===== src/madf_pkg.sv =====
package madf_pkg;

    // Window length and sample width
    localparam int WINDOW      = 7;
    localparam int SAMPLE_BITS = 12;
    localparam int THRESH_BITS = 12;
    localparam int AVG_BITS    = 12;

    // Derived widths
    localparam int POS_BITS   = (WINDOW > 1) ? $clog2(WINDOW) : 1;
    localparam int SUM_BITS   = SAMPLE_BITS + $clog2(WINDOW);
    localparam int TDATA_BITS = ((SAMPLE_BITS + 7) / 8) * 8;
    localparam int OUT_BITS   = ((AVG_BITS + 7) / 8) * 8;

    // Division by the window length as a multiply by a rounded-up reciprocal.
    // With this shift the quotient is exact for every sum that can occur.
    localparam int DIV_SHIFT = SUM_BITS + $clog2(WINDOW);
    localparam int DIV_RECIP = ((1 << DIV_SHIFT) + WINDOW - 1) / WINDOW;
    localparam int PROD_BITS = SUM_BITS + DIV_SHIFT + 1;

    // Largest value the running sum can take
    localparam int SUM_MAX = WINDOW * ((1 << SAMPLE_BITS) - 1);

    // Threshold after reset
    localparam logic [THRESH_BITS-1:0] THRESH_RESET = THRESH_BITS'(100);

    typedef logic [SAMPLE_BITS-1:0] sample_t;
    typedef logic [SUM_BITS-1:0]    sum_t;
    typedef logic [POS_BITS-1:0]    pos_t;
    typedef logic [AVG_BITS-1:0]    avg_t;
    typedef logic [THRESH_BITS-1:0] thresh_t;

endpackage


===== src/moving_average_deadband_filter.sv =====
// An item accepted into the input register yields its result, if any, on m_tvalid
// through the result register (input register, then result register) when the result register is free.
// Throughput: one item per cycle; while a result is stalled, one more item waits in the
// input register and further input is held off.
// Reset (aresetn, synchronous, active low) clears the sample ring, running sum,
// write position and last sent average to zero, arms the first-result pass and
// sets the change threshold to 100.
module moving_average_deadband_filter (
    input  logic                              aclk,
    input  logic                              aresetn,
    // Configuration: change threshold
    input  logic                              cfg_wr_en,
    input  logic [madf_pkg::THRESH_BITS-1:0]  cfg_wr_data,
    // Input stream
    input  logic                              s_tvalid,
    output logic                              s_tready,
    input  logic [madf_pkg::TDATA_BITS-1:0]   s_tdata,   // [11:0] sample
    // Result stream
    output logic                              m_tvalid,
    input  logic                              m_tready,
    output logic [madf_pkg::OUT_BITS-1:0]     m_tdata    // [11:0] average
);

    // Registers
    logic                                     in_valid_reg;
    madf_pkg::sample_t                        in_sample_reg;
    madf_pkg::sample_t                        ring_reg [madf_pkg::WINDOW];
    madf_pkg::pos_t                           pos_reg;
    madf_pkg::sum_t                           running_sum_reg;
    madf_pkg::avg_t                           last_sent_reg;
    logic                                     none_sent_yet_reg;
    madf_pkg::thresh_t                        thresh_reg;
    logic                                     m_tvalid_reg;
    madf_pkg::avg_t                           m_avg_reg;

    // Combinational values
    logic                                     proc_fire;
    madf_pkg::sample_t                        old_sample;
    madf_pkg::sum_t                           sum_next;
    logic [madf_pkg::PROD_BITS-1:0]           prod;
    madf_pkg::avg_t                           avg;
    madf_pkg::avg_t                           diff;
    logic                                     send;
    madf_pkg::pos_t                           pos_next;

    // The held item is processed whenever the result register is free or draining.
    always_comb begin
        proc_fire = in_valid_reg && (!m_tvalid_reg || m_tready);
        s_tready  = !in_valid_reg || proc_fire;
    end

    // Ring update, window average and deadband decision.
    always_comb begin
        old_sample = ring_reg[pos_reg];
        sum_next   = running_sum_reg - madf_pkg::SUM_BITS'(old_sample)
                     + madf_pkg::SUM_BITS'(in_sample_reg);
        prod       = madf_pkg::PROD_BITS'(sum_next)
                     * madf_pkg::PROD_BITS'(madf_pkg::DIV_RECIP);
        avg        = madf_pkg::AVG_BITS'(prod >> madf_pkg::DIV_SHIFT);
        diff       = (avg >= last_sent_reg) ? (avg - last_sent_reg) : (last_sent_reg - avg);
        send       = none_sent_yet_reg || (diff > thresh_reg);
        pos_next   = (pos_reg == madf_pkg::POS_BITS'(madf_pkg::WINDOW - 1))
                     ? '0 : pos_reg + madf_pkg::POS_BITS'(1);
    end

    // Control state, ring and configuration.
    always_ff @(posedge aclk) begin
        if (!aresetn) begin
            in_valid_reg      <= 1'b0;
            pos_reg           <= '0;
            running_sum_reg   <= '0;
            last_sent_reg     <= '0;
            none_sent_yet_reg <= 1'b1;
            thresh_reg        <= madf_pkg::THRESH_RESET;
            m_tvalid_reg      <= 1'b0;
            for (int i = 0; i < madf_pkg::WINDOW; i++) begin
                ring_reg[i] <= '0;
            end
        end else begin
            if (cfg_wr_en) begin
                thresh_reg <= cfg_wr_data;
            end

            if (s_tvalid && s_tready) begin
                in_valid_reg <= 1'b1;
            end else if (proc_fire) begin
                in_valid_reg <= 1'b0;
            end

            if (proc_fire) begin
                ring_reg[pos_reg] <= in_sample_reg;
                pos_reg           <= pos_next;
                running_sum_reg   <= sum_next;
                m_tvalid_reg      <= send;
                if (send) begin
                    last_sent_reg     <= avg;
                    none_sent_yet_reg <= 1'b0;
                end
            end else if (m_tready) begin
                m_tvalid_reg <= 1'b0;
            end
        end
    end

    // Payload registers.
    always_ff @(posedge aclk) begin
        if (s_tvalid && s_tready) begin
            in_sample_reg <= s_tdata[madf_pkg::SAMPLE_BITS-1:0];
        end
        if (proc_fire && send) begin
            m_avg_reg <= avg;
        end
    end

    assign m_tvalid = m_tvalid_reg;
    assign m_tdata  = madf_pkg::OUT_BITS'(m_avg_reg);

    // The running sum stays within the window's largest possible total.
    assert property (@(posedge aclk) disable iff (!aresetn)
        running_sum_reg <= madf_pkg::SUM_BITS'(madf_pkg::SUM_MAX))
        else $error("running sum beyond window maximum");

    // The write position always addresses a slot of the ring.
    assert property (@(posedge aclk) disable iff (!aresetn)
        pos_reg <= madf_pkg::POS_BITS'(madf_pkg::WINDOW - 1))
        else $error("write position outside ring");

    // A result on the output means the first-result pass has been used.
    assert property (@(posedge aclk) disable iff (!aresetn)
        m_tvalid_reg |-> !none_sent_yet_reg)
        else $error("result shown while first pass still armed");

    // A held item facing a stalled result blocks new input.
    assert property (@(posedge aclk) disable iff (!aresetn)
        (in_valid_reg && m_tvalid_reg && !m_tready) |-> !s_tready)
        else $error("input taken while pipeline is full");

    // A sent average becomes the new reference.
    assert property (@(posedge aclk) disable iff (!aresetn)
        (proc_fire && send) |=> (last_sent_reg == m_avg_reg) && m_tvalid_reg)
        else $error("reference not updated with sent average");

endmodule

===== config.mk =====
export PLATFORM = sky130hd
export DESIGN_NAME = moving_average_deadband_filter
export DESIGN_NICKNAME = d
export VERILOG_FILES = /design/src/madf_pkg.sv /design/src/moving_average_deadband_filter.sv
export SDC_FILE = /design/constraint.sdc
export NUM_CORES = 1
export LEC_CHECK = 0
export ABC_AREA = 1
export BUFFER_PORTS_ARGS = -buffer_cell sky130_fd_sc_hd__buf_2
export CAP_MARGIN = 20
export CORE_MARGIN = 2
export CORE_UTILIZATION = 64
export CTS_CLUSTER_SIZE = 14
export DETAILED_ROUTE_END_ITERATION = 10
export PLACE_DENSITY = 0.92
export SETUP_SLACK_MARGIN = 0.15
export SYNTH_ARGS = -nofsm -noshare
export SYNTH_HDL_FRONTEND = slang
export SYNTH_SLANG_ARGS = --single-unit

===== constraint.sdc =====
create_clock -name aclk -period 10.94 [get_ports aclk]
set_input_delay 2.188 -clock aclk [delete_from_list [all_inputs] [get_ports aclk]]
set_output_delay 2.188 -clock aclk [all_outputs]
set_load 0.03 [all_outputs]

==> out/qor.yml <==
status:
  status: "complete, no violations"
timing:
  tns_ps: 0
  finalMaxSlewViolations: 0
  tightestPinTransition_ps: 883.9
  fin_crit_sh: 0.9453
  setup_viol: 0
  slew_headroom: 0.4091
  holdWs_ps: 465.1
  skew_ps: 10.34
  period_needed_ps: 10340
  hold_violations: 0
  fmax_ghz: 0.09669
  rsz0062_at_grt: "no"
clock_network:
  numCtsBuffers: 17
  h-tree-depth: 4
  insertion_delay_ps: 450
  cts_sinks: 168
  clk_path_buf_depth: 2
  hold_buffers: 0
  clk_pin_slew_ps: 70
  cts_tree: "yes"
  cts-root-buf: "clkbuf_16"
worst_setup_path:
  critical_path_depth: 50
  crit_buf_inv: 11
  worstPathMaxFanout: 24
  critical_path_arrival_ps: 10670
  critical_path.startpoint_type: "flip-flop"
  required_ps: 11270
  ff2ff_path_depth: 50
  end_kind: "flip-flop"
  critPathTopFamily: "adder cells"
  cp_slowest_stage_delay_ps: 550
  cpMaxStageDelayCell: "fa_1"
  critPathKind: "flip-flop to flip-flop"
logic_synthesis:
  synth_area_um2: 12830
  yosys.cell_types.count: 52
  synth_edf_count: 108
  async_flop_share: 0
  synthMuxAreaShare: 0
  ys_seq_area_frac: 0.3465
  ys_ff_latch: 168
  ys_warn_count: 0
  yosys.area_share.simple: 0.1801
  synth_compound_area_frac: 0.1188
  avgSynthCellArea_um2: 8.265
  synth_xor_area_frac: 0.02429
  ys.flop_type: "edfxtp_1"
  synth_top_family_by_area: "adder cells"
  synthCells: 1552
  synthAdderAreaFrac: 0.2314
die:
  io_pins: 51
  rows: 51
  die_area_um2: 21190
  die_w_um: 145.6
  coreArea_um2: 19590
  initial_core_util: 0.6548
  dieHeight_um: 145.6
global_routing:
  antenna_found_initial: 0
  grt_pass1_wl_um: 50940
  grt_max_degree: 49
  grt-ovfl-total: 0
  grt_pass1_vias: 10897
  grtUsageTotal: 0.2995
layout:
  antenna_cells: 0
  nFillCells: 1315
  largest_reg_flops: 96
  multiInputGateArea_um2: 7317
  area_delta_synth_final_pct: 10.69
  final_nets: 1839
  seq_area_um2: 4447
  drive_above_1_share: 0.1143
  mostFrequentLayoutCell: "inv_1"
  final_cell_mix: "inv_1, nor2_1, nand2_1"
route:
  routed_via_density: 5.954
  drtIter0Drc: 1307
  dr.pass1.iters: 6
  wl_per_cell_um: 17.82
  routed_wl_um: 33420
  drc: 0
  num_vias: 11164
  postRouteAntennaNets: 0
min_path:
  min_from: "thresh_reg[11]"
  hold_depth: 2
  hold_path.class: "flip-flop to flip-flop"
placement:
  dp_hpwl_um: 23080
  port-buffer-count: 42
  gp_congestion: 0.9745
job:
  cap_violations: 0
worst register-to-register path, delay by kind of cell, from the launching register on:
| kind | cells | cell delay, ps |
|---|---|---|
| flops | 1 | 410 |
| simple gates | 16 | 2190 |
| fa+ha+maj | 11 | 4480 |
| compound gates | 12 | 2120 |
| buf+inv | 11 | 1050 |
cell usage after synthesis, drive strengths merged (10+ instances only):
library cell  number  share of area
inv              280          0.082
nand2            237          0.073
nor2             232          0.071
ha               162           0.16
o21ai            118          0.047
edfxtp           108           0.25
a21oi             90          0.036
dfxtp             60          0.094
fa                47          0.073
nand3             43          0.018
clkbuf            26         0.0078
xor2              26          0.019
o22ai             21          0.011
buf               18         0.0090
a31oi             13         0.0063
nand4             12         0.0063
nor3              11         0.0055
o21bai            10         0.0064
logic make-up (layout without fill, tap and decap cells):
family,Yosys count,after routing
simple gates,546,547
buf+inv,324,378
compound gates,271,271
fa+ha+maj,209,209
flops,168,168
xor+xnor,33,33
other cells,1,4
routing by layer:
metal / vias to the layer above / track usage / routed length [um]
met5: - / 0 / 0
met4: 0 / 0.1333 / 1412
met3: 159 / 0.06552 / 3699
met2: 723 / 0.5057 / 15720
met1: 5141 / 0.3709 / 12580
li1: 5141 / - / -
worst paths after layout:
kind                       to  slack (ps)
max          last_sent_reg[8]         600
min            thresh_reg[11]         470
min reg2reg    thresh_reg[11]         470
max reg2reg  last_sent_reg[8]         600
timing repair:
item                       4_1_cts  5_1_grt
setup buffers                    0        7
gates resized for setup          1       47
pin swaps                        0        9
gates cloned                     0        3
setup endpoints to repair        1       25
layout make-up:
| cell class | count | share of cell area |
|---|---|---|
| repair buffers | 66 | 0.03278 |
| multi-input cells | 1064 | 0.5153 |
| inverters | 280 | 0.07446 |
| flip-flops and latches | 168 | 0.3132 |
| clock inverters | 15 | 0.01093 |
| clock buffers | 17 | 0.02996 |
| well taps | 265 | 0.02335 |
stage by stage:
step           utilization  cells  instance area [um^2]  setup WS [ps]
6_report            0.7248   1875                 14200          598.2
2_1_floorplan            -   1555                 12840           1530
3_3_place_gp        0.6797   1833                 13320          496.0
5_1_grt             0.7248   1875                 14200          64.17
4_1_cts             0.7095   1865                 13900          191.1
3_5_place_dp        0.6797   1833                 13320          216.1
Power is not shown: default switching activity piles up to over one toggle a cycle in this logic, so the estimate is an artifact.
